<file path="config.mk">
export PLATFORM = sky130hd
export DESIGN_NAME = feistel4_block_cipher_cbc_cfb
export DESIGN_NICKNAME = d
export VERILOG_FILES = /design/src/sv/fbc_pkg.sv /design/src/sv/fbc_round.sv /design/src/sv/feistel4_block_cipher_cbc_cfb.sv
export SDC_FILE = /design/constraint.sdc
export NUM_CORES = 1
export LEC_CHECK = 0
export BUFFER_PORTS_ARGS = -buffer_cell sky130_fd_sc_hd__buf_2
export CAP_MARGIN = 20
export CORE_UTILIZATION = 45
export DETAILED_ROUTE_END_ITERATION = 10
export GPL_TIMING_DRIVEN = 0
export PLACE_DENSITY = 0.69
export SETUP_SLACK_MARGIN = 0.4
export SYNTH_ARGS = -nofsm -noshare
export SYNTH_HDL_FRONTEND = slang
export SYNTH_HIERARCHICAL = 1
export SYNTH_SLANG_ARGS = --single-unit
export TNS_END_PERCENT = 5
</file>
<file path="constraint.sdc">
create_clock -name clk -period 2.8 [get_ports clk]
set_input_delay 0.28 -clock clk [delete_from_list [all_inputs] [get_ports clk]]
set_output_delay 0.28 -clock clk [all_outputs]
set_load 0.02 [all_outputs]
</file>
<file path="src/sv/fbc_pkg.sv">
package fbc_pkg;

  // cipher mode codes
  localparam logic [1:0] MODE_CBC_ENC = 2'd0;
  localparam logic [1:0] MODE_CBC_DEC = 2'd1;
  localparam logic [1:0] MODE_CFB_ENC = 2'd2;
  localparam logic [1:0] MODE_CFB_DEC = 2'd3;

  // register indexes
  localparam logic [1:0] REG_CIPHER_MODE = 2'd0;
  localparam logic [1:0] REG_BASE_KEY    = 2'd1;
  localparam logic [1:0] REG_ROUND_COUNT = 2'd2;
  localparam logic [1:0] REG_INIT_VECTOR = 2'd3;

  localparam int          DEF_MAX_ROUNDS  = 128;
  localparam logic [7:0]  ROUND_COUNT_RST = 8'd99;

  typedef enum logic [1:0] {
    ST_IDLE,
    ST_RUN,
    ST_DONE
  } fbc_state_t;

  // F(x,k) = rotl(x,9) ^ ~(rotr(k,11) ^ x)
  function automatic logic [15:0] fbc_f(input logic [15:0] x, input logic [15:0] k);
    logic [15:0] rl9;
    logic [15:0] rr11;
    rl9  = {x[6:0], x[15:7]};
    rr11 = {k[10:0], k[15:11]};
    return rl9 ^ ~(rr11 ^ x);
  endfunction

  // key j alternates base, swap, swap, base with period four
  function automatic logic [15:0] fbc_key(input logic [15:0] base, input logic [1:0] idx_lo);
    logic [15:0] k;
    k = (idx_lo[0] ^ idx_lo[1]) ? {base[7:0], base[15:8]} : base;
    return k;
  endfunction

endpackage

</file>
<file path="src/sv/fbc_round.sv">
module fbc_round
  import fbc_pkg::*;
(
  input  logic [63:0] blk_in,
  input  logic [15:0] round_key,
  input  logic        dec,
  output logic [63:0] blk_out
);

  logic [15:0] w0, w1, w2, w3;
  logic [15:0] t;

  assign w0 = blk_in[15:0];
  assign w1 = blk_in[31:16];
  assign w2 = blk_in[47:32];
  assign w3 = blk_in[63:48];

  // one round function shared by both directions
  assign t = fbc_f(dec ? w3 : w0, round_key);

  always_comb begin
    if (dec) begin
      blk_out = {t ^ w2, t ^ w1, t ^ w0, w3};
    end else begin
      blk_out = {w0, t ^ w3, t ^ w2, t ^ w1};
    end
  end

endmodule

</file>
<file path="src/sv/feistel4_block_cipher_cbc_cfb.sv">
// Four-branch Feistel block cipher with CBC / CFB chaining.
// Input channel (in_*): one 64-bit block per beat in in_tdata, in_tuser
// flags the first block of a message, which then chains from the IV.
// Output channel (out_*): one 64-bit result beat per input beat, in order.
// Config channel (cfg_*): cfg_index selects mode, base key, round count or
// IV; always ready, write only while no block is in flight.
// One shared round unit runs one round per cycle. With n the round count
// (saturated to MAX_ROUNDS) a block is loaded on acceptance, runs n rounds
// and then has its result registered in the output register (out_tvalid).
// The next block is taken only once the previous result is registered;
// in the encrypting modes the chain value is only known at the end.
// A finished result sits in the output register, so the next block is
// taken even while the receiver stalls; if the receiver still holds off
// the second result, the sequencer waits in its done state.
// Synchronous reset clears the chain value, the registers (round count to
// 99) and all valid flags.
module feistel4_block_cipher_cbc_cfb
  import fbc_pkg::*;
#(
  parameter int MAX_ROUNDS = DEF_MAX_ROUNDS
) (
  input  logic        clk,
  input  logic        rst_n,
  // input stream
  input  logic        in_tvalid,
  output logic        in_tready,
  input  logic [63:0] in_tdata,   // [63:0] data_block
  input  logic        in_tuser,   // [0] restart_chain
  // result stream
  output logic        out_tvalid,
  input  logic        out_tready,
  output logic [63:0] out_tdata,  // [63:0] result_block
  // configuration writes
  input  logic        cfg_valid,
  output logic        cfg_ready,
  input  logic [1:0]  cfg_index,
  input  logic [63:0] cfg_data
);

  localparam logic [7:0] MAX_N = 8'(MAX_ROUNDS);

  fbc_state_t  state_r, state_nxt;
  logic [1:0]  mode_r;
  logic [15:0] base_key_r;
  logic [7:0]  round_count_r;
  logic [63:0] iv_r;
  logic [63:0] chain_r, chain_nxt;
  logic [63:0] blk_r, blk_nxt;
  logic [63:0] post_r, post_nxt;
  logic        dec_r, dec_nxt;
  logic        fb_r, fb_nxt;
  logic [7:0]  rem_r, rem_nxt;
  logic [7:0]  idx_r, idx_nxt;
  logic        out_valid_r, out_valid_nxt;
  logic [63:0] out_data_r, out_data_nxt;

  logic        in_acc;
  logic [7:0]  n_sat;
  logic [63:0] chain_in;
  logic [63:0] round_out;
  logic        out_free;

  assign cfg_ready  = 1'b1;
  assign in_tready  = (state_r == ST_IDLE);
  assign in_acc     = in_tvalid && in_tready;
  assign out_tvalid = out_valid_r;
  assign out_tdata  = out_data_r;
  assign out_free   = !out_valid_r || out_tready;

  assign n_sat    = (round_count_r > MAX_N) ? MAX_N : round_count_r;
  assign chain_in = in_tuser ? iv_r : chain_r;

  // config registers
  always_ff @(posedge clk) begin
    if (!rst_n) begin
      mode_r        <= MODE_CBC_ENC;
      base_key_r    <= '0;
      round_count_r <= ROUND_COUNT_RST;
      iv_r          <= '0;
    end else if (cfg_valid && cfg_ready) begin
      unique case (cfg_index)
        REG_CIPHER_MODE: mode_r        <= cfg_data[1:0];
        REG_BASE_KEY:    base_key_r    <= cfg_data[15:0];
        REG_ROUND_COUNT: round_count_r <= cfg_data[7:0];
        REG_INIT_VECTOR: iv_r          <= cfg_data;
        default: ;
      endcase
    end
  end

  // shared round unit
  fbc_round u_round (
    .blk_in    (blk_r),
    .round_key (fbc_key(base_key_r, idx_r[1:0])),
    .dec       (dec_r),
    .blk_out   (round_out)
  );

  // sequencer state
  always_ff @(posedge clk) begin
    if (!rst_n) begin
      state_r     <= ST_IDLE;
      chain_r     <= '0;
      out_valid_r <= 1'b0;
      rem_r       <= '0;
    end else begin
      state_r     <= state_nxt;
      chain_r     <= chain_nxt;
      out_valid_r <= out_valid_nxt;
      rem_r       <= rem_nxt;
    end
  end

  // datapath registers
  always_ff @(posedge clk) begin
    blk_r      <= blk_nxt;
    post_r     <= post_nxt;
    dec_r      <= dec_nxt;
    fb_r       <= fb_nxt;
    idx_r      <= idx_nxt;
    out_data_r <= out_data_nxt;
  end

  // next state and datapath control
  always_comb begin
    state_nxt     = state_r;
    chain_nxt     = chain_r;
    blk_nxt       = blk_r;
    post_nxt      = post_r;
    dec_nxt       = dec_r;
    fb_nxt        = fb_r;
    rem_nxt       = rem_r;
    idx_nxt       = idx_r;
    out_data_nxt  = out_data_r;
    out_valid_nxt = out_valid_r && !out_tready;
    unique case (state_r)
      ST_IDLE: begin
        if (in_acc) begin
          rem_nxt   = n_sat;
          state_nxt = (n_sat == 8'd0) ? ST_DONE : ST_RUN;
          unique case (mode_r)
            MODE_CBC_ENC: begin
              blk_nxt  = in_tdata ^ chain_in;
              post_nxt = '0;
              dec_nxt  = 1'b0;
              fb_nxt   = 1'b1;
              idx_nxt  = '0;
            end
            MODE_CBC_DEC: begin
              blk_nxt   = in_tdata;
              post_nxt  = chain_in;
              dec_nxt   = 1'b1;
              fb_nxt    = 1'b0;
              idx_nxt   = n_sat - 8'd1;
              chain_nxt = in_tdata;
            end
            MODE_CFB_ENC: begin
              blk_nxt  = chain_in;
              post_nxt = in_tdata;
              dec_nxt  = 1'b0;
              fb_nxt   = 1'b1;
              idx_nxt  = '0;
            end
            MODE_CFB_DEC: begin
              blk_nxt   = chain_in;
              post_nxt  = in_tdata;
              dec_nxt   = 1'b0;
              fb_nxt    = 1'b0;
              idx_nxt   = '0;
              chain_nxt = in_tdata;
            end
            default: ;
          endcase
        end
      end
      ST_RUN: begin
        // one round per cycle, key index walks up or down
        blk_nxt = round_out;
        rem_nxt = rem_r - 8'd1;
        idx_nxt = dec_r ? idx_r - 8'd1 : idx_r + 8'd1;
        if (rem_r == 8'd1) begin
          state_nxt = ST_DONE;
        end
      end
      ST_DONE: begin
        // hand result to the output register once it is free
        if (out_free) begin
          out_data_nxt  = blk_r ^ post_r;
          out_valid_nxt = 1'b1;
          if (fb_r) begin
            chain_nxt = blk_r ^ post_r;
          end
          state_nxt = ST_IDLE;
        end
      end
      default: state_nxt = ST_IDLE;
    endcase
  end

  // an accepted block always starts work
  a_accept_busy: assert property (@(posedge clk) disable iff (!rst_n)
    in_acc |=> (state_r != ST_IDLE))
    else $error("accepted block did not start");

  // rounds only run with a nonzero remaining count
  a_run_rem: assert property (@(posedge clk) disable iff (!rst_n)
    (state_r == ST_RUN) |-> (rem_r != 8'd0))
    else $error("round sequencer running with zero count");

  // leaving done always presents a result
  a_done_out: assert property (@(posedge clk) disable iff (!rst_n)
    (state_r == ST_DONE && out_free) |=> out_tvalid)
    else $error("finished block lost");

endmodule

</file>
==> results.sh, run 1 <==
export IMPL_slew_headroom_pct=17.1
export IMPL_synth_top_family_by_area="simple AND/OR/NAND/NOR gates"
export IMPL_endpoint_kind="flip-flop"
export IMPL_synth_avg_cell_area_sq_um=9.20
export IMPL_tritoncts="built"
export IMPL_skew_ns=0.0125
export IMPL_peakVddDrop_uv=447
export IMPL_avgRoutedWirePerCell_um=22.1
export IMPL_synth_edf_count=196
export IMPL_critPathRequiredTime_ns=3.10
export IMPL_pre_cts_ws_ns=-0.0719
export IMPL_yosys_mux_area_fraction_pct=7.58
export IMPL_cp_start_kind="flip-flop"
export IMPL_detail_route_antenna_nets=0
export IMPL_grt_max_degree=67
export IMPL_io_pins=203
export IMPL_synthesis_yosys_warnings=6
export IMPL_r2r_start="mode_r[0]"
export IMPL_vias=17874
export IMPL_p_leak_uw=0.00958
export IMPL_nets=2714
export IMPL_cp_cell_sequence="clkbuf_2 > buf_2 > buf_1 > nand2_1 > a21oi_1 > o21ai_0"
export IMPL_drcViolationCount=0
export IMPL_synth_area_sq_um=20900
export IMPL_path_clk_slew_ns=0.06
export IMPL_die_h_um=217
export IMPL_reg2reg_depth=6
export IMPL_fin_util_pct=54.5
export IMPL_power_uw=17400
export IMPL_syn_to_final_growth_pct=18.9
export IMPL_hpwl_um=53100
export IMPL_worstSetupPathType="flip-flop to flip-flop"
export IMPL_post_route_min_period_ns=2.49
export IMPL_tns_ns=0
export IMPL_maxSlewViolCount=0
export IMPL_die_width_um=217
export IMPL_synth_fa_ha_area_share_pct=0.180
export IMPL_place_congestion=0.978
export IMPL_dr_first_iter_drc_count=1682
export IMPL_cts_sinks=361
export IMPL_ys_ff_latch=361
export IMPL_reg2reg_slack_ns=0.31
export IMPL_async_reset_ff_share_pct=0
export IMPL_hold_path_class="input port to flip-flop"
export IMPL_synth_compound_area_share_pct=14.0
export IMPL_synthCells=2269
export IMPL_drive_gt1_share_pct=17.4
export IMPL_synth_flop_cell="edfxtp_1"
export IMPL_yosysUniqueCellTypes=53
export IMPL_grtUsageTotal_pct=30.1
export IMPL_grt_pass1_vias=17431
export IMPL_synth_simple_area_share_pct=15.7
export IMPL_cap_viol_max_count=0
export IMPL_clockBufferDepth=3
export IMPL_crit_path_max_incr_delay_ns=0.55
export IMPL_hold_end="base_key_r[14]"
export IMPL_core_area_sq_um=45600
export IMPL_cts_buffers=42
export IMPL_row_count=78
export IMPL_grt_overflow=0
export IMPL_portBuffers=198
export IMPL_via_per_inst=5.56
export IMPL_yosysSeqAreaShare_pct=44.0
export IMPL_fin_ws_ns=0.312
export IMPL_htree_levels=2
export IMPL_dr_pass1_iters=6
export IMPL_slowest_stage="dfxtp_1"
export IMPL_antenna_found_initial=6
export IMPL_insertion_delay_ns=0.58
export IMPL_synth_xor_area_share_pct=12.0
export IMPL_fmax_ghz=0.402
export IMPL_dieArea_sq_um=47300
export IMPL_cellPowerDensity_nw_per_um2=700
export IMPL_arrival_ns=2.79
export IMPL_cts_root_buffer="clkbuf_16"
export IMPL_hold_depth=3
export IMPL_syn_nets=2408
export IMPL_setup_violations=0
export IMPL_rr_endpoint="blk_r[15]"
export IMPL_crit_fanout=10
export IMPL_hp_start="cfg_data[14]"
export IMPL_rsz0062_at_grt="true"
export IMPL_grt_pass1_wl_um=106000
export IMPL_routed_wl_um=71100
export IMPL_final_hold_viol_count=0
export IMPL_min_period_over_period_pct=88.9
export IMPL_start_util_pct=45.8
export IMPL_status="finished, final reports clean"
export IMPL_tightest_slew_ns=1.24
## report_power, final
part	internal, uW	switching, uW
sequential	6240	495
combinational	2050	2840
clock	3470	2290
## cells in the mapped netlist, drive strengths merged (2+ instances only)
| library cell | count | area (sq um) |
|---|---|---|
| a21boi | 147 | 1100 |
| a21oi | 70 | 350 |
| a31oi | 3 | 18.8 |
| and2 | 2 | 12.5 |
| and3 | 2 | 12.5 |
| buf | 84 | 687 |
| clkbuf | 102 | 383 |
| dfxtp | 165 | 3300 |
| edfxtp | 196 | 5890 |
| ha | 3 | 37.5 |
| inv | 72 | 270 |
| mux2 | 48 | 541 |
| mux2i | 104 | 1040 |
| nand2 | 428 | 1610 |
| nand2b | 7 | 43.8 |
| nand3 | 4 | 20.0 |
| nand3b | 3 | 22.5 |
| nor2 | 139 | 522 |
| nor2b | 11 | 68.8 |
| nor3b | 3 | 22.5 |
| o21ai | 264 | 1320 |
| o221ai | 2 | 17.5 |
| o22a | 2 | 17.5 |
| o22ai | 2 | 12.5 |
| or3 | 64 | 400 |
| or4 | 65 | 492 |
| or4b | 2 | 23.8 |
| xnor2 | 129 | 1370 |
| xor2 | 130 | 1140 |
## registers in the layout, indices dropped and copies added (netlist names)
| register | flops |
|---|---|
| idx_r | 2 |
| rem_r | 8 |
| iv_r | 64 |
| blk_r | 64 |
| base_key_r | 16 |
| state_r | 2 |
| out_tvalid | 1 |
| post_r | 64 |
| chain_r | 64 |
| mode_r | 2 |
| round_count_r | 8 |
| fb_r | 1 |
| dec_r | 1 |
| out_tdata | 64 |
## worst max-delay path, delay by kind of cell (launching register included)
family / cells / cell delay, ns
AOI/OAI and AO/OA: 2 / 0.27
buffers and inverters: 3 / 1.28
DFF: 1 / 0.55
and+or+nand+nor: 1 / 0.09
## cell type report
class,count,area [sq um]
multi-input combinational,1650,10400
antenna,4,10.0
clock buffer,67,1340
tap,600,751
inverter,72,278
timing repair buffer,262,1670
buffer,186,1090
clock inverter,11,109
fill,4155,20800
sequential,361,9190
## worst max-delay path by stage
| stage | to | slack, ns | from |
|---|---|---|---|
| after floorplan | dec_r | 0.02 | state_r[0] |
| after global placement | rem_r[4] | -1.41 | state_r[0] |
| after detailed placement | blk_r[51] | -0.07 | idx_r[0] |
| after CTS | chain_r[3] | 0.31 | out_tvalid |
| after global routing | blk_r[50] | 0.23 | state_r[0] |
| final | blk_r[15] | 0.31 | mode_r[0] |
## kinds of logic after synthesis
kind of cell,Yosys count
adders and majority gates,3
buffers and inverters,258
DFF,361
other,1
AOI/OAI and AO/OA,499
xor gates and xnor gates,259
muxes,152
and+or+nand+nor,736
## layout by cell type (no fill, tap or decap), types with 82 or more instances in the layout
| cell type | n |
|---|---|
| o21ai_0 | 263 |
| buf_2 | 221 |
| dfxtp_1 | 165 |
| edfxtp_1 | 196 |
| nor2_1 | 139 |
| xor2_1 | 129 |
| nand2_1 | 428 |
| xnor2_1 | 97 |
| mux2i_1 | 104 |
| a21boi_0 | 82 |
| clkbuf_1 | 97 |
## per-stage QoR
stage / hold slack (ns) / cell area (sq um) / std cells
floorplan: 0.405 / 20900 / 2269
global placement: 0.454 / 22600 / 3067
detailed placement: 0.462 / 22700 / 3070
CTS: 0.00468 / 24800 / 3209
global route: 0.0174 / 24800 / 3209
finish: 0.0223 / 24800 / 3213
## timing repair
item / in CTS / in global routing
endpoints found under the setup margin: 244 / 261
hold buffers: 60 / 0
resized for setup: 13 / 18
gates cloned: 0 / 0
hold endpoints to repair: 68 / 0
buffers inserted: 1 / 0
pin swaps: 1 / 0
## metal layers
layer	GRT usage, %	up-vias	routed length (um)	part of all wire, %
li1	-	8355	-	-
met5	0	-	11	0.015
met4	10.7	2	2220	3.1
met1	39.6	8584	30100	42
met2	48.8	801	33000	46
met3	6.07	132	5750	8.1
No activity file was read; power rests on OpenSTA's default activity.
==> inputs of run 2 (changes only) <==
--- a/config.mk
+++ b/config.mk
@@ -5,12 +5,13 @@
 export SDC_FILE = /design/constraint.sdc
 export NUM_CORES = 1
 export LEC_CHECK = 0
-export BUFFER_PORTS_ARGS = -buffer_cell sky130_fd_sc_hd__buf_2
+export ABC_AREA = 0
 export CAP_MARGIN = 20
 export CORE_UTILIZATION = 45
 export DETAILED_ROUTE_END_ITERATION = 10
+export DONT_BUFFER_PORTS = 1
 export GPL_TIMING_DRIVEN = 0
-export PLACE_DENSITY = 0.69
+export PLACE_DENSITY = 0.65
 export SETUP_SLACK_MARGIN = 0.4
 export SYNTH_ARGS = -nofsm -noshare
 export SYNTH_HDL_FRONTEND = slang
==> results.sh, run 2 (synthesis gave the netlist of run 1 again) <==
export IMPL_critPathRequiredTime_ns=3.11
export IMPL_p_seq_share_pct=40.8
export IMPL_io_pins=203
export IMPL_mostFrequentLayoutCells="nand2_1, o21ai_0, edfxtp_1, dfxtp_1, nor2_1"
export IMPL_min_period_over_period_pct=88.0
export IMPL_switchingPower_uw=5460
export IMPL_power_uw=16700
export IMPL_final_common_cell="nand2_1"
export IMPL_reg2reg_slack_ns=0.34
export IMPL_maxSlewViolCount=0
export IMPL_timing_hold_ws_ns=0.0323
export IMPL_arrival_ns=2.77
export IMPL_post_route_min_period_ns=2.46
export IMPL_crit_fanout=10
export IMPL_dr_first_iter_drc_count=1600
export IMPL_num_antenna_cells=0
export IMPL_dieArea_sq_um=47300
export IMPL_layout_cells_non_filler=3075
export IMPL_pre_cts_ws_ns=-0.166
export IMPL_syn_to_final_growth_pct=16.5
export IMPL_tns_ns=0
export IMPL_htree_levels=2
export IMPL_endpoint_kind="flip-flop"
export IMPL_status="finished, final reports clean"
export IMPL_hpwl_um=52900
export IMPL_cp_start_kind="flip-flop"
export IMPL_grt_pass1_vias=16906
export IMPL_drive_gt1_share_pct=10.0
export IMPL_routed_wl_um=71700
export IMPL_fmax_ghz=0.406
export IMPL_rsz0062_at_grt="true"
export IMPL_skew_ns=0.00913
export IMPL_slew_headroom_pct=40.9
export IMPL_p_leak_uw=0.00898
export IMPL_core_area_sq_um=45600
export IMPL_combPwrFrac_pct=28.5
export IMPL_nets=2584
export IMPL_cap_viol_max_count=0
export IMPL_tritoncts="built"
export IMPL_place_congestion=0.964
export IMPL_avgRoutedWirePerCell_um=23.3
export IMPL_tightest_slew_ns=0.886
export IMPL_setup_violations=0
export IMPL_row_count=78
export IMPL_dr_pass1_iters=5
export IMPL_insertion_delay_ns=0.56
export IMPL_via_per_inst=5.67
export IMPL_path_clk_slew_ns=0.06
export IMPL_start_util_pct=45.8
export IMPL_p_clk_share_pct=30.8
export IMPL_antenna_found_initial=0
export IMPL_p_sw_share_pct=32.8
export IMPL_nFillCells=4139
export IMPL_die_width_um=217
export IMPL_fin_ws_ns=0.337
export IMPL_final_hold_viol_count=0
export IMPL_peakVddDrop_uv=397
export IMPL_grt_pass1_wl_um=106000
export IMPL_cellPowerDensity_nw_per_um2=685
export IMPL_die_h_um=217
export IMPL_grt_max_degree=67
export IMPL_grt_overflow=0
export IMPL_cts_sinks=361
export IMPL_vias=17435
export IMPL_hold_path_class="input port to flip-flop"
export IMPL_clockBufferDepth=3
export IMPL_worstSetupPathType="flip-flop to flip-flop"
export IMPL_portBuffers=0
export IMPL_dp_cells=2872
export IMPL_drcViolationCount=0
export IMPL_grtUsageTotal_pct=30.3
export IMPL_power_internal_uw=11200
export IMPL_cts_buffers=40
export IMPL_cts_root_buffer="clkbuf_16"
export IMPL_detail_route_antenna_nets=0
==> run 2: cell count changes in the layout (fill, tap and decap cells not counted), sizes merged <==
| cell | before | now |
|---|---|---|
| dlygate4sd3 | 60 | 128 |
| buf | 285 | 89 |
| diode | 4 | 0 |
| clkbuf | 170 | 168 |
| bufinv | 2 | 0 |
| clkinv | 8 | 6 |
==> run 2: power by group through the flow <==
stage | logic [uW] | registers (uW) | clock network [uW]
2_1_floorplan | 3250 | 6680 | 0
3_3_place_gp | 4400 | 6900 | 0
3_5_place_dp | 4430 | 6890 | 0
4_1_cts | 4670 | 6790 | 5170
5_1_grt | 5070 | 6830 | 5330
6_report | 4740 | 6790 | 5120
==> run 2: layout make-up <==
class | instances | area, sq um | area share (%)
multi-input combinational | 1650 | 10400 | 42.7
buffer | 186 | 1090 | 4.50
inverter | 72 | 278 | 1.14
clock buffer | 65 | 1200 | 4.92
clock inverter | 7 | 36.3 | 0.149
timing repair buffer | 134 | 1390 | 5.71
tap | 600 | 751 | 3.09
sequential | 361 | 9190 | 37.8
==> run 2: repair_timing <==
action                                  in CTS  in global routing
endpoints found under the setup margin     248                144
hold buffers                               128                  0
buffers inserted                             1                  0
pin swaps                                    1                  0
hold endpoints to repair                   210                  0
resized for setup                           17                 15
==> run 2: final timing paths <==
| path | from | to | cells after the start |
|---|---|---|---|
| min reg2reg | iv_r[55] | iv_r[55] | 2 |
| max reg2reg | mode_r[0] | blk_r[8] | 6 |
| max | mode_r[0] | blk_r[8] | 6 |
| min | in_tdata[7] | chain_r[7] | 3 |
==> run 2: through the flow <==
| stage | utilization [%] | instance area [sq um] |
|---|---|---|
| after global routing | 53.4 | 24300 |
| after global placement | 47.4 | 21600 |
| after CTS | 53.3 | 24300 |
| after floorplan | - | 20900 |
| final | 53.4 | 24300 |
| after detailed placement | 47.6 | 21700 |
==> run 2: critical path, stage by stage, from the launching register on <==
cell,delay (ns)
dfxtp_1,0.56
clkbuf_2,0.43
clkbuf_2,0.35
clkbuf_1,0.46
nand2_1,0.12
a21oi_1,0.17
o21ai_0,0.10
==> run 2: layer usage <==
metal  GRT usage, %  part of all wire [%]  up-vias
met4           10.1                   3.0        0
met1           40.8                    43     8472
met3           4.88                   7.4      114
li1               -                     -     8100
met2           49.3                    46      749
met5              0                     0        -
